**src/pfc_pkg.sv**
```systemverilog
`default_nettype none

package pfc_pkg;

  // array size and queue depth defaults
  localparam int unsigned ARRAY_BYTES_DEF = 32768;
  localparam int unsigned QUEUE_DEPTH     = 2;

  // field widths
  localparam int unsigned CMD_W   = 2;
  localparam int unsigned ADDR_W  = 15;
  localparam int unsigned DATA_W  = 8;
  localparam int unsigned TICKS_W = 16;

  // configuration port
  localparam int unsigned CFG_IDX_W  = 2;
  localparam int unsigned CFG_DATA_W = 16;
  localparam logic [CFG_IDX_W-1:0] CFG_MANUF  = 2'd0;
  localparam logic [CFG_IDX_W-1:0] CFG_DEVICE = 2'd1;
  localparam logic [CFG_IDX_W-1:0] CFG_TICKS  = 2'd2;
  localparam logic [TICKS_W-1:0]   TICKS_RST  = 16'd20;

  // bus command codes
  localparam logic [CMD_W-1:0] CMD_READ  = 2'd0;
  localparam logic [CMD_W-1:0] CMD_WRITE = 2'd1;
  localparam logic [CMD_W-1:0] CMD_TICK  = 2'd2;

  // unlock addresses and command bytes
  localparam logic [ADDR_W-1:0] ADDR_A          = 15'h5555;
  localparam logic [ADDR_W-1:0] ADDR_B          = 15'h2AAA;
  localparam logic [DATA_W-1:0] DAT_UNLOCK_1    = 8'hAA;
  localparam logic [DATA_W-1:0] DAT_UNLOCK_2    = 8'h55;
  localparam logic [DATA_W-1:0] DAT_ERASE_SETUP = 8'h80;
  localparam logic [DATA_W-1:0] DAT_CHIP_ERASE  = 8'h10;
  localparam logic [DATA_W-1:0] DAT_PROGRAM     = 8'hA0;
  localparam logic [DATA_W-1:0] DAT_ID_ENTRY    = 8'h90;
  localparam logic [DATA_W-1:0] DAT_ID_EXIT     = 8'hF0;
  localparam logic [DATA_W-1:0] DAT_ERASED      = 8'hFF;

  typedef enum logic [1:0] {
    OP_READ,
    OP_WRITE,
    OP_TICK,
    OP_NOP
  } op_kind_e;

  typedef enum logic [2:0] {
    WC_UNLOCK_1,
    WC_UNLOCK_2,
    WC_ERASE_SETUP,
    WC_CHIP_ERASE,
    WC_PROGRAM,
    WC_ID_ENTRY,
    WC_ID_EXIT,
    WC_OTHER
  } wcode_e;

  typedef enum logic [2:0] {
    SEQ_IDLE,
    SEQ_AA,
    SEQ_55,
    SEQ_PROG,
    SEQ_E80,
    SEQ_EAA,
    SEQ_E55
  } seq_e;

  typedef enum logic [1:0] {
    BK_INIT,
    BK_RUN,
    BK_READ,
    BK_PROG
  } bk_state_e;

  // classified bus beat handed from front to back
  typedef struct packed {
    op_kind_e          kind;
    logic [ADDR_W-1:0] addr;
    logic [DATA_W-1:0] data;
    logic              addr_a;
    logic              addr_b;
    wcode_e            code;
  } op_t;

  // result beat
  typedef struct packed {
    logic [DATA_W-1:0] rdata;
    logic              busy;
  } res_t;

  // back status seen by the front
  typedef struct packed {
    logic init_busy;
  } stat_t;

endpackage

`default_nettype wire

```
**src/pfc_front.sv**
```systemverilog
`default_nettype none

module pfc_front (
  input  wire logic                         push_i,
  output logic                              full_o,
  input  wire logic [pfc_pkg::CMD_W-1:0]    command_i,
  input  wire logic [pfc_pkg::ADDR_W-1:0]   address_i,
  input  wire logic [pfc_pkg::DATA_W-1:0]   write_data_i,
  input  wire pfc_pkg::stat_t               stat_i,
  input  wire logic                         queue_full_i,
  output logic                              op_push_o,
  output pfc_pkg::op_t                      op_o
);

  pfc_pkg::op_kind_e kind;
  pfc_pkg::wcode_e   code;

  // no beat taken while the array is cleared after reset or the queue is full
  assign full_o    = queue_full_i || stat_i.init_busy;
  assign op_push_o = push_i && !full_o;

  // command decode
  always_comb begin
    unique case (command_i)
      pfc_pkg::CMD_READ:  kind = pfc_pkg::OP_READ;
      pfc_pkg::CMD_WRITE: kind = pfc_pkg::OP_WRITE;
      pfc_pkg::CMD_TICK:  kind = pfc_pkg::OP_TICK;
      default:            kind = pfc_pkg::OP_NOP;
    endcase
  end

  // write data classification
  always_comb begin
    unique case (write_data_i)
      pfc_pkg::DAT_UNLOCK_1:    code = pfc_pkg::WC_UNLOCK_1;
      pfc_pkg::DAT_UNLOCK_2:    code = pfc_pkg::WC_UNLOCK_2;
      pfc_pkg::DAT_ERASE_SETUP: code = pfc_pkg::WC_ERASE_SETUP;
      pfc_pkg::DAT_CHIP_ERASE:  code = pfc_pkg::WC_CHIP_ERASE;
      pfc_pkg::DAT_PROGRAM:     code = pfc_pkg::WC_PROGRAM;
      pfc_pkg::DAT_ID_ENTRY:    code = pfc_pkg::WC_ID_ENTRY;
      pfc_pkg::DAT_ID_EXIT:     code = pfc_pkg::WC_ID_EXIT;
      default:                  code = pfc_pkg::WC_OTHER;
    endcase
  end

  // queued beat
  always_comb begin
    op_o.kind   = kind;
    op_o.addr   = address_i;
    op_o.data   = write_data_i;
    op_o.addr_a = (address_i == pfc_pkg::ADDR_A);
    op_o.addr_b = (address_i == pfc_pkg::ADDR_B);
    op_o.code   = code;
  end

endmodule

`default_nettype wire

```
**config.mk**
```make
export PLATFORM = sky130hd
export DESIGN_NAME = pfc_front
export DESIGN_NICKNAME = d
export VERILOG_FILES = /design/src/pfc_pkg.sv /design/src/pfc_front.sv
export SDC_FILE = /design/constraint.sdc
export NUM_CORES = 1
export LEC_CHECK = 0
export BUFFER_PORTS_ARGS = -buffer_cell sky130_fd_sc_hd__clkbuf_2
export CAP_MARGIN = 15
export CORE_AREA = 2 2 39 41
export DETAILED_ROUTE_END_ITERATION = 8
export DIE_AREA = 0 0 41 43
export PLACE_DENSITY = 0.92
export SYNTH_ARGS = -nofsm -noshare
export SYNTH_HDL_FRONTEND = slang
export SYNTH_SLANG_ARGS = --single-unit
```
**constraint.sdc**
```tcl
create_clock -name vclk -period 2.15
set_input_delay 0.5375 -clock vclk [all_inputs]
set_output_delay 0.5375 -clock vclk [all_outputs]
set_load 0.05 [all_outputs]
```
==> flow_metrics.tcl, run 1 <==
set metrics [dict create \
    portBuffers 56 \
    startpoint "address_i[1]" \
    start_util 0.317 \
    p_total_uw 185 \
    relSlewSlack 0.821 \
    seq_area_frac_synth 0 \
    fin_area_um2 642 \
    drc 0 \
    cp.required_ps 1610 \
    insertedDiodeCount 0 \
    synthAdderAreaFrac 0 \
    synth-xor-area-share 0.0399 \
    gp_congestion 0.661 \
    ys_warn_count 0 \
    grt_pass1_vias 493 \
    drtIter0Drc 1 \
    report.final.setup_viol 0 \
    design.seq.count 0 \
    synth_top_cell_area_share 0.410 \
    cp_max_fo 2 \
    crit_end "op_o[4]" \
    postPlaceCellArea_um2 618 \
    placementRows 14 \
    worst_hold_slack_ps 1080 \
    ios 60 \
    antenna_left 0 \
    synth_compound_area_frac 0.120 \
    synth_area_leaders "buf_4 (41%), nand4b_1 (10%), nor3_2 (4.6%), nor4bb_1 (4.6%), nor2_1 (4.3%)" \
    drt_wl_total_mm 1.21 \
    area_growth_pct 46.2 \
    synth_top_area_cell "buf_4" \
    syn-num-nets 90 \
    worst_pin_slew_ps 265 \
    yosys.area_share.simple 0.396 \
    startpoint_type "input port" \
    grt_antenna_before_repair 0 \
    drive_above_1_share 0.742 \
    netlist_area_um2 439 \
    synthCells 62 \
    fmax_mhz 477 \
    die_w_um 41 \
    grt_use_total 0.137 \
    outcome "finished, final reports clean" \
    synth_top_family_by_area "buffers and inverters" \
    maxCapViolations 0 \
    gr-total-overflow 0 \
    rsz0062_at_grt "no" \
    vias 552 \
    period_minus_slack_ps 2100 \
    dr.pass1.iters 2 \
    clock_buffers 0 \
    wl_per_cell_um 10.7 \
    arrival_ps 1560 \
    dpl.hpwl_mm 1.09 \
    seq_area_um2 0 \
    power_density_mw_per_mm2 289 \
    final_max_slew_viol_count 0 \
    min_from "command_i[0]" \
    die-area_mm2 0.00176 \
    grt_start_max_net_pins 9 \
    yosysUniqueCellTypes 23 \
    fillCellCount 149 \
    fp.dieH_um 43 \
    fin_nets 127 \
    postSynthAreaPerCell_um2 7.08 \
    ir_worst_vdd_mv 0.114 \
    hp-class "in2out" \
    timing.final.crit_share 0.976 \
    p_leak_nw 0.359 \
    path_class "in2out" \
    grt_pass1_wl_mm 1.79 \
    coreArea_mm2 0.00138 \
    cp-end-kind "output pin" \
    yosys-mux-area-fraction 0 \
    post_drt_via_cell_ratio 4.88 \
    hold_viol 0 \
]
-- report_power, final --
group | switching (mW) | leakage (nW) | internal, mW
combinational | 0.134 | 0.359 | 0.0514
clock | 0 | 0 | 0
sequential | 0 | 0 | 0
total | 0.134 | 0.359 | 0.0514
-- synthesized netlist by cell type, drive strengths merged --
library cell	n
a21oi	1
a31oi	2
a41oi	1
and4b	1
buf	24
clkbuf	2
inv	2
nand2	1
nand3	2
nand3b	1
nand4b	5
nor2	5
nor3	4
nor4bb	2
o21ai	3
o31ai	1
or2	1
or4b	2
xnor2	1
xor2	1
-- routing by layer --
| layer | vias to the layer above | GRT usage | part of all wire |
|---|---|---|---|
| met5 | - | 0 | 0 |
| met4 | 0 | 0 | 0 |
| met3 | 0 | 0.0105 | 0.11 |
| met2 | 40 | 0.300 | 0.54 |
| met1 | 235 | 0.123 | 0.34 |
| li1 | 277 | - | - |
-- worst max-delay path, cell delays in order --
cell and delay, ps:
clkbuf_2 90, or4b_4 540, nor3_4 180, buf_4 210
-- final cells by class --
type	instances	area [µm²]	area share
inverters	2	7.51	0.0117
multi-input cells	34	284	0.442
well taps	16	20.0	0.0312
repair buffers	61	330	0.515
-- placed cells by master (no fill, tap or decap), types with 2 or more instances in the layout --
| cell type | n |
|---|---|
| inv_1 | 2 |
| nor4bb_1 | 2 |
| clkbuf_2 | 53 |
| nand3_1 | 2 |
| nor3_4 | 2 |
| or4b_4 | 2 |
| buf_4 | 6 |
| nor2_2 | 2 |
| nand4b_1 | 5 |
| nor2_1 | 3 |
-- how the worst min path moves through the flow --
stage                endpoint  slack, ps  cells after the start
finish               op_o[28]       1080                      0
global route         op_o[28]       1080                      0
CTS                  op_o[29]       1080                      0
detailed placement   op_o[29]       1080                      0
global placement     op_o[29]       1080                      0
floorplan           op_push_o       1230                      2
-- cell families (layout without fill, tap and decap cells) --
| logic type | count (synthesis) | after routing |
|---|---|---|
| AOI/OAI and AO/OA | 8 | 8 |
| xor gates and xnor gates | 2 | 2 |
| and+or+nand+nor | 24 | 24 |
| buffers and inverters | 28 | 63 |
-- through the flow --
step | setup TNS, ps | worst slack, ps | std cells | utilization
detailed placement | -92.2 | -59.6 | 113 | 0.447
global route | 0 | 10.2 | 113 | 0.464
floorplan | -117 | -117 | 62 | -
global placement | -72.6 | -53.5 | 113 | 0.447
finish | 0 | 52.0 | 113 | 0.464
CTS | 0 | 14.7 | 113 | 0.455
-- timing repair --
action                                  4_1_cts  5_1_grt
resized for setup                             3        6
setup buffers                                 0        0
pin swaps                                     0        0
hold buffers                                  0        0
endpoints found under the setup margin        2        4
Power figures use the tool's default switching activity.
==> run 2: changes to the inputs <==
CORE_AREA = unset   (was 2 2 39 41)
CORE_MARGIN = 2   (was unset)
CORE_UTILIZATION = 33   (was unset)
DIE_AREA = unset   (was 0 0 41 43)
clock period = 2.2 ns   (was 2.15 ns; I/O delays follow)
==> run 2 against run 1 <==
Utilization rose by 3.6 points. Hold slack improved by 25 ps. Via count fell by 1.8%. Flip-flop and latch count did not move. Non-clock buffer count rose by 1. Worst setup slack barely moved.
==> flow_metrics.tcl, run 2 (same netlist as run 1, synthesis figures left out) <==
set metrics [dict create \
    outcome "finished, final reports clean" \
    postCtsSetupBuffers 0 \
    rsz0062_at_grt "no" \
    arrival_ps 1600 \
    fp.dieH_um 40.5 \
    cp_cell_sequence "clkbuf_2 -> or4b_4 -> nor3_4 -> clkbuf_4" \
    critPathTopFamily "simple AND/OR/NAND/NOR gates" \
    min_to "op_o[29]" \
    wl_met3_um 166 \
    postPlaceCellArea_um2 624 \
    grt_pass1_vias 406 \
    drt_wl_total_mm 1.10 \
    path_class "in2out" \
    insertedDiodeCount 0 \
    fin_area_um2 634 \
    seq_area_um2 0 \
    start_util 0.346 \
    gp_congestion 0.741 \
    area_growth_pct 44.4 \
    post-route-worst-setup-slack_ps 52.4 \
    p_leak_nw 0.361 \
    grt_antenna_before_repair 0 \
    post_drt_via_cell_ratio 4.80 \
    cts_hold_buf 0 \
    min_from "command_i[1]" \
    dp_slack_ps -30.3 \
    hold_path_depth 0 \
    top_layer "met3" \
    grt_use_total 0.118 \
    dr.pass1.iters 1 \
    gr-total-overflow 0 \
    worst_pin_slew_ps 282 \
    design.seq.count 0 \
    startpoint_type "input port" \
    cp-end-kind "output pin" \
    ir_worst_vdd_mv 0.124 \
    hp-class "in2out" \
    placementRows 13 \
    maxCapViolations 0 \
    worst_hold_slack_ps 1100 \
    grt_start_max_net_pins 9 \
    cp_num_buf_inv 2 \
    timing.final.crit_share 0.976 \
    dr_wl_met2_um 547 \
    fmax_mhz 466 \
    cp_slowest_stage_delay_ps 540 \
    report.final.setup_viol 0 \
    vias 542 \
    antenna_left 0 \
    drive_above_1_share 0.724 \
    final_max_slew_viol_count 0 \
    dpl.hpwl_mm 1.03 \
    layout_commonest_cell "clkbuf_2" \
    grt_pass1_wl_mm 1.41 \
    cp.required_ps 1650 \
    power_density_mw_per_mm2 283 \
    wl_per_cell_um 9.69 \
    die_w_um 40.5 \
    ios 60 \
    relSlewSlack 0.813 \
    wl_met1_um 381 \
    cp_max_fo 2 \
    drtIter0Drc 0 \
    portBuffers 56 \
    hold_viol 0 \
    cpMaxStageDelayCell "or4b_4" \
    layout_common_cells "clkbuf_2 (54), buf_4 (7), nand4b_1 (5)" \
    clock_buffers 0 \
    final_core_util 0.500 \
    fin_nets 128 \
    die-area_mm2 0.00164 \
    coreArea_mm2 0.00127 \
    drc 0 \
    period_minus_slack_ps 2150 \
]
[run 2: cell count changes in the layout (fill, tap and decap cells not counted), sizes merged]
cell,previous run,this run
buf,8,7
clkbuf,53,55
[run 2: timing repair]
action / in CTS / in global routing
pin swaps: 0 / 0
resized for setup: 2 / 2
setup endpoints to repair: 2 / 4
[run 2: final cells by class]
cell class	instances	area [µm²]
fillers	129	634
inverters	2	7.51
multi-input cells	34	278
well taps	15	18.8
repair buffers	62	330
[run 2: power breakdown]
group	total (mW)	switching, mW	internal [mW]
logic	0.180	0.129	0.0506
registers	0	0	0
clock network	0	0	0
total	0.180	0.129	0.0506
[run 2: worst max path at each step]
stage                         end  slack (ps)       startpoint  cells past startpoint
after floorplan           op_o[0]         -90  write_data_i[4]                      5
after global routing      op_o[0]           7  write_data_i[1]                      6
final                     op_o[4]          50     address_i[1]                      4
after detailed placement  op_o[3]         -30     address_i[2]                      4
after global placement    op_o[3]         -10     address_i[2]                      4
after CTS                 op_o[3]          20     address_i[2]                      4
[run 2: routing by layer]
| metal | GRT usage | up-vias |
|---|---|---|
| li1 | - | 274 |
| met1 | 0.119 | 226 |
| met2 | 0.254 | 42 |
| met3 | 0.0222 | 0 |
| met4 | 0 | 0 |
| met5 | 0 | - |
[run 2: metrics by stage]
| step | setup TNS, ps | instances | total power, mW |
|---|---|---|---|
| finish | 0 | 113 | 0.180 |
| global route | 0 | 113 | 0.191 |
| CTS | 0 | 113 | 0.181 |
| detailed placement | -33.5 | 113 | 0.180 |
| global placement | -11.2 | 113 | 0.177 |
| floorplan | -92.3 | 62 | 0.154 |
