`src/pfc_pkg.sv`:
```
`default_nettype none

package pfc_pkg;

  // array size and queue depth defaults
  localparam int unsigned ARRAY_BYTES_DEF = 32768;
  localparam int unsigned QUEUE_DEPTH     = 2;

  // field widths
  localparam int unsigned CMD_W   = 2;
  localparam int unsigned ADDR_W  = 15;
  localparam int unsigned DATA_W  = 8;
  localparam int unsigned TICKS_W = 16;

  // configuration port
  localparam int unsigned CFG_IDX_W  = 2;
  localparam int unsigned CFG_DATA_W = 16;
  localparam logic [CFG_IDX_W-1:0] CFG_MANUF  = 2'd0;
  localparam logic [CFG_IDX_W-1:0] CFG_DEVICE = 2'd1;
  localparam logic [CFG_IDX_W-1:0] CFG_TICKS  = 2'd2;
  localparam logic [TICKS_W-1:0]   TICKS_RST  = 16'd20;

  // bus command codes
  localparam logic [CMD_W-1:0] CMD_READ  = 2'd0;
  localparam logic [CMD_W-1:0] CMD_WRITE = 2'd1;
  localparam logic [CMD_W-1:0] CMD_TICK  = 2'd2;

  // unlock addresses and command bytes
  localparam logic [ADDR_W-1:0] ADDR_A          = 15'h5555;
  localparam logic [ADDR_W-1:0] ADDR_B          = 15'h2AAA;
  localparam logic [DATA_W-1:0] DAT_UNLOCK_1    = 8'hAA;
  localparam logic [DATA_W-1:0] DAT_UNLOCK_2    = 8'h55;
  localparam logic [DATA_W-1:0] DAT_ERASE_SETUP = 8'h80;
  localparam logic [DATA_W-1:0] DAT_CHIP_ERASE  = 8'h10;
  localparam logic [DATA_W-1:0] DAT_PROGRAM     = 8'hA0;
  localparam logic [DATA_W-1:0] DAT_ID_ENTRY    = 8'h90;
  localparam logic [DATA_W-1:0] DAT_ID_EXIT     = 8'hF0;
  localparam logic [DATA_W-1:0] DAT_ERASED      = 8'hFF;

  typedef enum logic [1:0] {
    OP_READ,
    OP_WRITE,
    OP_TICK,
    OP_NOP
  } op_kind_e;

  typedef enum logic [2:0] {
    WC_UNLOCK_1,
    WC_UNLOCK_2,
    WC_ERASE_SETUP,
    WC_CHIP_ERASE,
    WC_PROGRAM,
    WC_ID_ENTRY,
    WC_ID_EXIT,
    WC_OTHER
  } wcode_e;

  typedef enum logic [2:0] {
    SEQ_IDLE,
    SEQ_AA,
    SEQ_55,
    SEQ_PROG,
    SEQ_E80,
    SEQ_EAA,
    SEQ_E55
  } seq_e;

  typedef enum logic [1:0] {
    BK_INIT,
    BK_RUN,
    BK_READ,
    BK_PROG
  } bk_state_e;

  // classified bus beat handed from front to back
  typedef struct packed {
    op_kind_e          kind;
    logic [ADDR_W-1:0] addr;
    logic [DATA_W-1:0] data;
    logic              addr_a;
    logic              addr_b;
    wcode_e            code;
  } op_t;

  // result beat
  typedef struct packed {
    logic [DATA_W-1:0] rdata;
    logic              busy;
  } res_t;

  // back status seen by the front
  typedef struct packed {
    logic init_busy;
  } stat_t;

endpackage

`default_nettype wire

```
`src/pfc_fifo.sv`:
```
`default_nettype none

module pfc_fifo #(
  parameter int unsigned WIDTH = 8,
  parameter int unsigned DEPTH = pfc_pkg::QUEUE_DEPTH
) (
  input  wire logic             clk_i,
  input  wire logic             rst_ni,
  input  wire logic             push_i,
  input  wire logic [WIDTH-1:0] data_i,
  output logic                  full_o,
  input  wire logic             pop_i,
  output logic      [WIDTH-1:0] data_o,
  output logic                  empty_o
);

  localparam int unsigned PTR_W = (DEPTH > 1) ? $clog2(DEPTH) : 1;
  localparam int unsigned CNT_W = $clog2(DEPTH + 1);
  localparam logic [PTR_W-1:0] PTR_LAST = PTR_W'(DEPTH - 1);
  localparam logic [CNT_W-1:0] CNT_FULL = CNT_W'(DEPTH);

  logic [WIDTH-1:0] store_q [DEPTH];
  logic [PTR_W-1:0] wr_ptr_q, wr_ptr_d, rd_ptr_q, rd_ptr_d;
  logic [CNT_W-1:0] cnt_q, cnt_d;
  logic             do_push, do_pop;

  assign full_o  = (cnt_q == CNT_FULL);
  assign empty_o = (cnt_q == '0);
  assign do_push = push_i && !full_o;
  assign do_pop  = pop_i && !empty_o;
  assign data_o  = store_q[rd_ptr_q];

  // pointer and fill count update
  always_comb begin
    wr_ptr_d = wr_ptr_q;
    rd_ptr_d = rd_ptr_q;
    cnt_d    = cnt_q;
    if (do_push) begin
      wr_ptr_d = (wr_ptr_q == PTR_LAST) ? '0 : wr_ptr_q + 1'b1;
    end
    if (do_pop) begin
      rd_ptr_d = (rd_ptr_q == PTR_LAST) ? '0 : rd_ptr_q + 1'b1;
    end
    if (do_push && !do_pop) begin
      cnt_d = cnt_q + 1'b1;
    end else if (do_pop && !do_push) begin
      cnt_d = cnt_q - 1'b1;
    end
  end

  always_ff @(posedge clk_i or negedge rst_ni) begin
    if (!rst_ni) begin
      wr_ptr_q <= '0;
      rd_ptr_q <= '0;
      cnt_q    <= '0;
    end else begin
      wr_ptr_q <= wr_ptr_d;
      rd_ptr_q <= rd_ptr_d;
      cnt_q    <= cnt_d;
    end
  end

  // entry storage
  always_ff @(posedge clk_i) begin
    if (do_push) begin
      store_q[wr_ptr_q] <= data_i;
    end
  end

endmodule

`default_nettype wire

```
`config.mk`:
```
export PLATFORM = sky130hd
export DESIGN_NAME = pfc_fifo
export DESIGN_NICKNAME = d
export VERILOG_FILES = /design/src/pfc_pkg.sv /design/src/pfc_fifo.sv
export SDC_FILE = /design/constraint.sdc
export NUM_CORES = 1
export LEC_CHECK = 0
export ABC_AREA = 1
export ABC_CLOCK_PERIOD_IN_PS = 2100
export BUFFER_PORTS_ARGS = -buffer_cell sky130_fd_sc_hd__buf_2
export CAP_MARGIN = 20
export CORE_UTILIZATION = 30
export CTS_CLUSTER_DIAMETER = 30
export DETAILED_ROUTE_END_ITERATION = 16
export SLEW_MARGIN = 20
export SYNTH_ARGS = -nofsm -noshare
export SYNTH_HDL_FRONTEND = slang
export SYNTH_SLANG_ARGS = --single-unit
export TNS_END_PERCENT = 1
```
`constraint.sdc`:
```
create_clock -name clk_i -period 2.1 [get_ports clk_i]
set_clock_uncertainty 0.2 [all_clocks]
set_input_delay 0.42 -clock clk_i [delete_from_list [all_inputs] [get_ports clk_i]]
set_output_delay 0.42 -clock clk_i [all_outputs]
set_load 0.005 [all_outputs]
```
==> results.md, run 1 <==
* Run status: completed
* Count of standard-cell rows at 18
* Routed vias at 560
* Worst slack after detailed placement at approximately 0.47 ns
* Normalized max-slew margin at around three quarters
* Largest net degree at the start of global routing at 12
* Clock Pin Slew Worst Setup and Hold Paths at around 0.11 ns
* Horizontal die dimension at approximately 54 um
* Number of iterations in the first detailed-routing pass at 3
* Post-synth EDFFs at 16
* Peak supply drop at ~0.6 mV
* Share of the yosys chip area belonging to registers at between 70% and 80%
* Post-synthesis instance total at 73
* GR Overflow Total at 0
* Maximum clock frequency at between 500 and 600 MHz
* Number of endpoints with negative hold slack in the final report at 0
* Final net count at between 100 and 150
* Cell count after placement at ~120
* Initial core utilization at between 30 and 40%
* Fraction of post-synthesis cell area in the top cell type by area at around three fifths
* Initial antenna violation count at 0
* Fraction of final layout cells with drive strength greater than 1 at between 20 and 30%
* Netlist area before placement at 810 um^2
* Part of the cycle the worst path needs at between 90 and 100%
* Post-layout minimum cycle time at 1.96 ns
* CP max FO at 10
* Critical setup path kind: register to output port
* Drt initial violations at 8
* Library cell used as clock root buffer: clkbuf_4
* Ant. Diodes at 0
* Yosys cell types at 14
* Max-slew violations at 0
* Sum of net half-perimeters after detailed placement at between 1000 and 1500 um
* DRC violations left at 0
* Final setup vio count at 0
* Power density over the cells at around 1300 nW/um^2
* Nature of the critical path endpoint: output port
* Number of hold buffers added after CTS at 1
* # fillers at 268
* Post-route antenna net violation count at 0
* Maxcap violations at 0
* Kind of start point of the critical path: register
* Arrival time worst endpoint at about 1.3 ns
* Slew @ Worst Pin at ~0.37 ns
* Util after Layout at about 39%
* Number of synthesis warnings at 0
* Commonest cells post-synth: nand2_1, edfxtp_1, inv_1
* CTS tree: yes
* RSZ-0062 raised after global routing: false
* Dominant cells by area after synthesis: edfxtp_1, nand2_1, dfrtp_1
* PortBufs at 21
* CORE AREA at between 2000 and 3000 um^2
* Clock Latency Late Sink at approximately 0.3 ns
* Mean instance size in the synthesized netlist at ~11 um^2
* Hold crit path type: primary input to register
* Area growth from synthesis to layout at 22.4%
* Number of levels the H-tree was split into at 1
* Most instantiated library cell after synthesis: nand2_1
* Vias in the first global route at 554
* Aggregate routed wire length at 1450 um
* Number of top-level design ports at 22
* All-layer global routing usage at a little under an eighth
* Gp weighted congestion at approximately 0.66
* Setup slack of the critical path after layout at 0.136 ns
* Total clock sinks at 20
* Max Root-Sink Buffers at 2
* Total Die Area at 2910 um^2
* Synthesized flop and latch total at 20
* Footprint of the multi-input gates at between 150 and 200 um^2
* Count of cells along the worst register-to-register path at 6
* Cell area after placement at 955 um^2
* Data required, critical path at about 1.5 ns
* Main flop type after synthesis: edfxtp_1
* FF/Latch Area at between 500 and 600 um^2
* Post-route cell area at between 900 and 1000 um^2
* Post-Layout Cell Count at between 100 and 150
* Depth of the worst hold-timing path at 1
* Share of synthesized flip-flops with an asynchronous set or reset at 20.0%
* Final sum of negative setup slack at 0 ns
* Routed len/inst at between 10 and 15 um
* Wire length of the first global-routing pass at 2370 um
* Number of resized instances in the post-cts repair step at 0
* Leakage power at 0.469 nW
* Number of buffers created by CTS at 3
* Floorplan die height at 53.9 um
* Top cell type by total area after synthesis: edfxtp_1
* Post-synthesis net count at 86
* Post-CTS Setup Inserts at 0
* Average via count per standard cell at roughly 4.3
## cell type report
type	count	share of cell area (%)
sequential	20	58.6
clock inverter	1	0.379
timing repair buffer	23	12.4
multi-input combinational	44	19.6
inverter	8	3.03
clock buffer	3	2.27
tap	30	3.79
## cells in the final DEF, fill, tap and decap left out
master and n:
nand2_1 33, buf_2 21, edfxtp_1 16, inv_1 7, dfrtp_1 4, clkbuf_4 3, nor2_1 2, nor2_2 2
o21ai_0 2, inv_2 1, xnor2_1 1, nand3b_1 1, nand3_1 1, nand4_1 1, ha_1 1, clkinv_1 1
dlygate4sd3_1 1, buf_4 1
## per-stage QoR
stage	hold WS, ns	power [W]
2_1_floorplan	-0.0756	0.000895
3_3_place_gp	0.0351	0.00106
6_report	0.106	0.00125
3_5_place_dp	0.0369	0.00108
5_1_grt	0.0875	0.00137
4_1_cts	0.0892	0.00127
## kinds of logic after synthesis
kind of cell             Yosys count  synth area share (%)
AO/OA/AOI/OAI                      2                  1.24
XOR/XNOR                           1                  1.08
adder cells (fa/ha/maj)            1                  1.55
buffers and inverters              9                  4.33
flip-flops                        20                  71.7
AND/OR/NAND/NOR                   40                  20.1
## critical path, stage by stage (launching register included)
cell     delay [ns]
dfrtp_1        0.58
inv_2          0.18
nand2_1        0.09
nand2_1        0.06
buf_2          0.12
## flip-flops by register name (all words and copies together), names as in the netlist
name	cells
rd_ptr_q	1
cnt_q	2
wr_ptr_q	1
store_q	16
## worst paths after layout
check / from / end / slack [ns]
worst max register to register: cnt_q[0]$_DFFE_PN0P_ / cnt_q[1]$_DFFE_PN0P_ / 0.52
worst min-delay path: data_i[5] / store_q[0][5]$_DFFE_PP_ / 0.11
worst max-delay path: rd_ptr_q$_DFFE_PN0P_ / data_o[0] / 0.14
min in group asynchronous: rst_ni / cnt_q[0]$_DFFE_PN0P_ / 0.25
max in group asynchronous: rst_ni / wr_ptr_q$_DFFE_PN0N_ / 1.33
worst min register to register: wr_ptr_q$_DFFE_PN0N_ / wr_ptr_q$_DFFE_PN0N_ / 0.34
## per-layer routing
layer,up-vias,track usage (%),share of wire [%]
li1,286,-,-
met5,-,0,0
met3,2,4.24,5.8
met2,19,21.2,48
met1,253,13.1,46
met4,0,3.95,0.55
## power breakdown
| group | total (W) | internal (W) | switching (W) |
|---|---|---|---|
| clock | 0.000182 | 0.0000692 | 0.000112 |
| sequential | 0.000631 | 0.000550 | 0.0000810 |
| combinational | 0.000438 | 0.000183 | 0.000256 |
Power figures use the tool's default switching activity.
==> run 2: changes to the inputs <==
- ABC_CLOCK_PERIOD_IN_PS: 2100 -> 1640
- CAP_MARGIN: 20 -> 0
- CTS_CLUSTER_SIZE: default -> 28
- clock period: 2.1 -> 1.64 ns (I/O delays scaled with it)
==> run 2 against run 1 <==
  * Clock power grew 23%
  * Core utilization grew 2.7 points
  * Highest routed layer is now met3
  * Combinational power grew 58%
  * Register-to-register slack lost 0.43 ns
  * Largest power group unchanged
  * Sequential power grew 27%
  * Critical path type unchanged
  * Sequential cell count is the same
  * Non-clock buffer count grew 5
  * The run now ends with setup timing left
  * Global-route usage shrank 0.69 points
==> results.md, run 2 (same netlist as run 1, synthesis figures left out) <==
* Run status: complete, but fails checks
* Failing checks: setup timing
* PortBufs at 21 (unchanged)
* Average via count per standard cell at 4.25 (-2.2%)
* Count of standard-cell rows at 18 (unchanged)
* Slew @ Worst Pin at 0.223 ns (-0.150 ns)
* Clock Pin Slew Worst Setup and Hold Paths at 0.11 ns (about the same)
* Final setup vio count at 6 (+6)
* Nature of the critical path endpoint: output port
* Routed vias at 569 (+1.6%)
* Detailed-routing wirelength on met1 at 662 um (-0.30%)
* Gp weighted congestion at 0.672 (+1.3%)
* Wire length of the first global-routing pass at 2260 um (-4.6%)
* Min-Delay Startpoint: data_i[5]
* Total clock sinks at 20 (unchanged)
* Total met3 wirelength after detailed routing at 105 um (+25%)
* Maxcap violations at 0 (unchanged)
* Peak supply drop at 0.929 mV (+59%)
* Worst Hold Slack at 0.0216 ns (-0.0839 ns)
* Setup slack of the critical path after layout at -0.0132 ns (-0.149 ns)
* Largest stage delay on the critical path at 0.47 ns (-0.11 ns)
* Critical-path cell list: buf_6 > nand2_1 > nand2_1 > buf_2
* Worst reg2reg setup slack at 0.09 ns (-0.43 ns)
* Initial antenna violation count at 0 (unchanged)
* Aggregate routed wire length at 1460 um (+0.28%)
* Max Root-Sink Buffers at 2 (unchanged)
* Highest-count cells in the layout ignoring fill and taps: nand2_1, buf_2, edfxtp_1, nand2_2, inv_1
* Kind of start point of the critical path: register
* Top Layer Used: met3
* Arrival time worst endpoint at 1.13 ns (-0.21 ns)
* Number of buffers created by CTS at 3 (unchanged)
* CP max FO at 6 (-4)
* Ant. Diodes at 0 (unchanged)
* Number of iterations in the first detailed-routing pass at 4 (+1)
* Cell type of the slowest stage on the worst timing path: dfrtp_2
* CTS tree: yes
* Number of top-level design ports at 22 (unchanged)
* CORE AREA at 2520 um^2 (unchanged)
* Initial core utilization at 32.1% (unchanged)
* # fillers at 258 (-3.7%)
* RSZ-0062 raised after global routing: true
* Routed len/inst at 10.9 um (-3.5%)
* Library cell used as clock root buffer: clkbuf_4
* Clock Latency Late Sink at 0.29 ns (about the same)
* Met2 WL at 688 um (-1.0%)
* Fraction of final layout cells with drive strength greater than 1 at 41.3% (+13 points)
* Largest net degree at the start of global routing at 12 (unchanged)
* Reg-to-reg critical path startpoint: cnt_q[0]$_DFFE_PN0P_
* Number of endpoints with negative hold slack in the final report at 0 (unchanged)
* Post-route cell area at 1060 um^2 (+6.9%)
* All-layer global routing usage at 11.3% (-0.69 points)
* Part of the cycle the worst path needs at 101%
* Cell area after placement at 985 um^2 (+3.1%)
* Hold crit path type: primary input to register
* Sum of net half-perimeters after detailed placement at 1140 um (+11%)
* Most common cell after layout, fill and taps aside: nand2_1
* Leakage power at 0.496 nW (+5.6%)
* Total Die Area at 2910 um^2 (unchanged)
* Vias in the first global route at 541 (-2.3%)
* Reg-to-reg critical path endpoint: cnt_q[1]$_DFFE_PN0P_
* Number of levels the H-tree was split into at 1 (unchanged)
* Area growth from synthesis to layout at 30.9%
* Post-route antenna net violation count at 0 (unchanged)
* Hold-critical path endpoint: store_q[1][5]$_DFFE_PP_
* Depth of the worst hold-timing path at 1 (unchanged)
* Data required, critical path at 1.11 ns (-0.37 ns)
* Max-slew violations at 0 (unchanged)
* Flip-flop count of the largest register after layout at 16 (unchanged)
* Most frequent cell on the critical path: nand2_1
* GR Overflow Total at 0 (unchanged)
* Post-layout minimum cycle time at 1.65 ns
* Normalized max-slew margin at 84.9% (+9.9 points)
* Biggest register: store_q
* Count of cells along the worst register-to-register path at 7 (+1)
* Floorplan die height at 53.9 um (unchanged)
* Largest registers: store_q: 16 flops, cnt_q: 2 flops
* Drt initial violations at 1 (-7)
* DRC violations left at 0 (unchanged)
* Horizontal die dimension at 53.9 um (unchanged)
* Maximum clock frequency at between 600 and 700 MHz
* Power density over the cells at 1620 nW/um^2 (+29%)
* Critical setup path kind: register to output port
* Final net count at 118 (+4.4%)
[run 2: changes by cell type in the layout (fill, tap and decap cells not counted), sizes merged]
cell | before | now
buf | 22 | 27
clkinv | 1 | 2
inv | 8 | 7
[run 2: area by class of cell]
| cell class | count | area (um^2) | area share [%] |
|---|---|---|---|
| Sequential cell | 20 | 583 | 55.0 |
| Multi-Input combinational cell | 44 | 214 | 20.2 |
| Timing Repair Buffer | 28 | 164 | 15.5 |
| Tap cell | 30 | 37.5 | 3.54 |
| Inverter | 8 | 35.0 | 3.31 |
| Clock buffer | 3 | 22.5 | 2.13 |
| Clock inverter | 1 | 3.75 | 0.354 |
[run 2: worst max path at each step]
stage	from	end	slack, ns	cells past startpoint
after floorplan	cnt_q[1]$_DFFE_PN0P_	store_q[1][0]$_DFFE_PP_	0.12	3
after global placement	cnt_q[0]$_DFFE_PN0P_	cnt_q[1]$_DFFE_PN0P_	0.14	6
after detailed placement	cnt_q[0]$_DFFE_PN0P_	cnt_q[1]$_DFFE_PN0P_	0.05	6
after CTS	rd_ptr_q$_DFFE_PN0P_	data_o[2]	-0.03	4
after global routing	rd_ptr_q$_DFFE_PN0P_	data_o[1]	-0.09	4
final	rd_ptr_q$_DFFE_PN0P_	data_o[2]	-0.01	4
[run 2: critical path, delay by kind of cell (launching register included)]
kind / cells / cell delay, ns
buffers and inverters: 2 / 0.28
and+or+nand+nor: 2 / 0.09
DFF: 1 / 0.47
[run 2: repair_timing]
action | CTS | global route
resized for setup | 5 | 9
setup buffers | 0 | 1
hold endpoints to repair | 4 | 0
hold buffers | 1 | 0
setup endpoints to repair | 8 | 10
pin swaps | 3 | 0
[run 2: per-layer routing]
layer,vias to the layer above,track usage (%)
li1,297,-
met1,253,13.7
met2,19,18.9
met3,0,2.26
met4,0,5.26
met5,-,0
[run 2: per-stage QoR]
| stage | total power, W | instances | setup WS, ns | util, % | setup TNS (ns) |
|---|---|---|---|---|---|
| floorplan | 0.00115 | 73 | 0.118 | - | 0 |
| global placement | 0.00141 | 128 | 0.137 | 39.0 | 0 |
| global route | 0.00188 | 134 | -0.0908 | 42.0 | -0.584 |
| detailed placement | 0.00144 | 128 | 0.0515 | 39.0 | 0 |
| CTS | 0.00171 | 133 | -0.0332 | 41.0 | -0.189 |
| finish | 0.00172 | 134 | -0.0132 | 42.0 | -0.0464 |
[run 2: power breakdown]
| part | internal (W) | total, W | leakage, nW | switching, W |
|---|---|---|---|---|
| registers | 0.000711 | 0.000804 | 0.195 | 0.0000935 |
| clock network | 0.0000883 | 0.000223 | 0.0154 | 0.000135 |
| logic | 0.000319 | 0.000694 | 0.286 | 0.000375 |
| total | 0.00112 | 0.00172 | 0.496 | 0.000603 |
==> run 3: changes to the inputs <==
- ABC_AREA: 1 -> default
- CORE_ASPECT_RATIO: default -> 1.2
==> run 3 against run 2 <==
  * The flow still finishes with violations (setup timing)
  * Cell area up 3.3%
  * Synthesized cell count decreased by 40%
  * Wire length down 8.4%
  * Clock-buffer cell count increased by 1
  * Sequential power decreased by 0.6%
  * Sequential share of layout area is 1.9 points lower
  * Cell count decreased by 19%
  * Via count fell by 18%
  * Die area decreased by 3.2%
  * Setup slack worse by 0.16 ns
  * Area after synthesis down 3.4%
  * Total power grew 9.6%
  * Largest power group is now combinational logic
==> results.md, run 3 <==
* Run status: complete, but fails checks
* Failing checks: setup timing
* Aggregate routed wire length at 1340 um (-8.4%)
* Worst Hold Slack at 0.0209 ns (-0.000667 ns)
* Cell type of the slowest stage on the worst timing path: dfrtp_2
* Post-synth EDFFs at 16 (unchanged)
* PortBufs at 21 (unchanged)
* Largest registers: store_q: 16 flops, cnt_q: 2 flops
* Power density over the cells at 1720 nW/um^2 (+6.1%)
* All-layer global routing usage at 10.9% (-0.32 points)
* Data required, critical path at 1.11 ns (about the same)
* Total clock sinks at 20 (unchanged)
* Sum of net half-perimeters after detailed placement at 895 um (-21%)
* Biggest register: store_q
* Wire length of the first global-routing pass at 2120 um (-6.4%)
* Mean instance size in the synthesized netlist at 17.8 um^2 (+60%)
* Most common cell after layout, fill and taps aside: buf_2
* Yosys cell types at 15 (+1)
* Highest-count cells in the layout ignoring fill and taps: buf_2, edfxtp_1, buf_6, mux2_4, buf_4
* Normalized max-slew margin at 75.0% (-9.9 points)
* Area growth from synthesis to layout at 40.0%
* GR Overflow Total at 0 (unchanged)
* Ant. Diodes at 0 (unchanged)
* CORE AREA at 2380 um^2 (-5.8%)
* Critical setup path kind: register to output port
* Largest stage delay on the critical path at 0.44 ns (-0.03 ns)
* Drt initial violations at 7 (+6)
* Post-synthesis instance total at 44 (-40%)
* Worst slack after detailed placement at 0.0274 ns (-0.0241 ns)
* Part of the cycle the worst path needs at 110% (+9.7 points)
* Maximum clock frequency at 552 MHz (-8.8%)
* Critical-path cell list: buf_6 > mux2_4 > buf_6
* Number of buffers created by CTS at 3 (unchanged)
* Number of top-level design ports at 22 (unchanged)
* Number of levels the H-tree was split into at 1 (unchanged)
* Post-synthesis net count at 57 (-34%)
* Netlist area before placement at 782 um^2 (-3.4%)
* Largest net degree at the start of global routing at 12 (unchanged)
* Arrival time worst endpoint at 1.28 ns (+0.15 ns)
* Post-layout minimum cycle time at 1.81 ns (+0.159 ns)
* Fraction of final layout cells with drive strength greater than 1 at 58.4% (+17 points)
* Number of synthesis warnings at 0 (unchanged)
* Initial core utilization at 32.9% (+0.80 points)
* CTS tree: yes
* Peak supply drop at 0.817 mV (-12%)
* Share of the yosys chip area belonging to registers at 74.2% (+2.5 points)
* Library cell used as clock root buffer: clkbuf_4
* Reg-to-reg critical path endpoint: cnt_q[1]$_DFFE_PN0P_
* Final sum of negative setup slack at -1.35 ns (-1.30 ns)
* Main flop type after synthesis: edfxtp_1
* Most instantiated library cell after synthesis: edfxtp_1
* Critical path launch point: rd_ptr_q$_DFFE_PN0P_
* Fraction of post-synthesis cell area in the top cell type by area at 61.4% (+2.1 points)
* Min-Delay Startpoint: data_i[1]
* Maxcap violations at 0 (unchanged)
* Depth of the worst hold-timing path at 1 (unchanged)
* Max Root-Sink Buffers at 2 (unchanged)
* Setup slack of the critical path after layout at -0.172 ns (-0.159 ns)
* Dominant cells by area after synthesis: edfxtp_1, dfrtp_1, mux2_1
* Number of endpoints with negative hold slack in the final report at 0 (unchanged)
* Top cell type by total area after synthesis: edfxtp_1
* Clock Latency Late Sink at 0.29 ns (about the same)
* Post-route antenna net violation count at 0 (unchanged)
* CP max FO at 4 (-2)
* Worst setup endpoint: data_o[4]
* Average via count per standard cell at 4.31 (+1.6%)
* Max-slew violations at 0 (unchanged)
* Synthesized flop and latch total at 20 (unchanged)
* Kind of start point of the critical path: register
* # fillers at 228 (-12%)
* Gp weighted congestion at 0.626 (-6.9%)
* DRC violations left at 0 (unchanged)
* Share of synthesized flip-flops with an asynchronous set or reset at 20.0% (unchanged)
* Count of cells along the worst register-to-register path at 6 (-1)
* Final net count at 91 (-23%)
* Initial antenna violation count at 0 (unchanged)
* Count of standard-cell rows at 19 (+1)
* Number of iterations in the first detailed-routing pass at 3 (-1)
* Nature of the critical path endpoint: output port
* Commonest cells post-synth: edfxtp_1, mux2_1, dfrtp_1
* Slew @ Worst Pin at 0.375 ns (+0.151 ns)
* Routed vias at 466 (-18%)
* Most frequent cell on the critical path: buf_6
* Horizontal die dimension at 48.6 um (-9.9%)
* Hold crit path type: primary input to register
* RSZ-0062 raised after global routing: true
* Floorplan die height at 57.9 um (+7.4%)
* Total Die Area at 2820 um^2 (-3.2%)
* Vias in the first global route at 476 (-12%)
* Reg-to-reg critical path startpoint: cnt_q[0]$_DFFE_PN0P_
* Routed len/inst at 12.4 um (+14%)
* Worst reg2reg setup slack at 0.10 ns (about the same)
* Final setup vio count at 8 (+2)
* Flip-flop count of the largest register after layout at 16 (unchanged)
* Leakage power at 0.480 nW (-3.2%)
* Clock Pin Slew Worst Setup and Hold Paths at 0.11 ns (about the same)
-- run 3: power by group --
| group | internal, W | total [W] | switching (W) |
|---|---|---|---|
| registers | 0.000713 | 0.000799 | 0.0000861 |
| logic | 0.000509 | 0.000815 | 0.000306 |
| clock network | 0.000135 | 0.000272 | 0.000137 |
| total | 0.00136 | 0.00189 | 0.000529 |
-- run 3: metal layers --
layer | vias to the layer above | wire [um] | GRT usage, %
met5 | - | 0 | 0
met4 | 0 | 55 | 11.3
met3 | 4 | 47 | 1.05
met2 | 16 | 692 | 19.0
met1 | 223 | 540 | 11.2
li1 | 223 | - | -
-- run 3: worst max-delay path: cells and delay by family (launching register included) --
kind | cells | cell delay [ns]
mux | 1 | 0.30
buf+inv | 2 | 0.25
flops | 1 | 0.44
-- run 3: cell families (layout without fill, tap and decap cells) --
group	after synthesis	count (layout)	synth area share [%]
flip-flops	20	20	74.2
multiplexers	8	8	11.5
AND/OR/NAND/NOR	6	6	3.84
XOR/XNOR	5	5	6.56
buffers and inverters	3	36	1.60
adder cells (fa/ha/maj)	1	1	1.60
AO/OA/AOI/OAI	1	1	0.639
-- run 3: through the flow --
| stage | total power [W] | area [um^2] | utilization [%] | std cells |
|---|---|---|---|---|
| 2_1_floorplan | 0.00113 | 782 | - | 44 |
| 3_3_place_gp | 0.00135 | 951 | 40.0 | 99 |
| 3_5_place_dp | 0.00136 | 951 | 40.0 | 99 |
| 4_1_cts | 0.00187 | 1080 | 45.6 | 108 |
| 5_1_grt | 0.00198 | 1090 | 46.1 | 108 |
| 6_report | 0.00189 | 1090 | 46.1 | 108 |
-- run 3: worst min path at each step --
stage                                    endpoint  slack [ns]
final                     store_q[1][1]$_DFFE_PP_        0.02
after global routing      store_q[1][2]$_DFFE_PP_        0.01
after CTS                 store_q[1][4]$_DFFE_PP_        0.01
after detailed placement     cnt_q[1]$_DFFE_PN0P_       -0.06
after global placement       cnt_q[0]$_DFFE_PN0P_       -0.06
after floorplan              cnt_q[0]$_DFFE_PN0P_       -0.17
-- run 3: what timing repair did --
action | 4_1_cts | 5_1_grt
setup buffers | 4 | 0
endpoints found under the setup margin | 8 | 20
gates resized for setup | 14 | 2
hold endpoints to repair | 4 | 0
hold buffers | 1 | 0
-- run 3: final cells by class --
type                       count  area [um^2]  area share (%)
clock buffer                   4         36.3            3.31
inverter                       2         7.51           0.686
multi-input combinational     21          219            20.0
sequential                    20          582            53.1
tap                           31         38.8            3.54
timing repair buffer          30          211            19.3
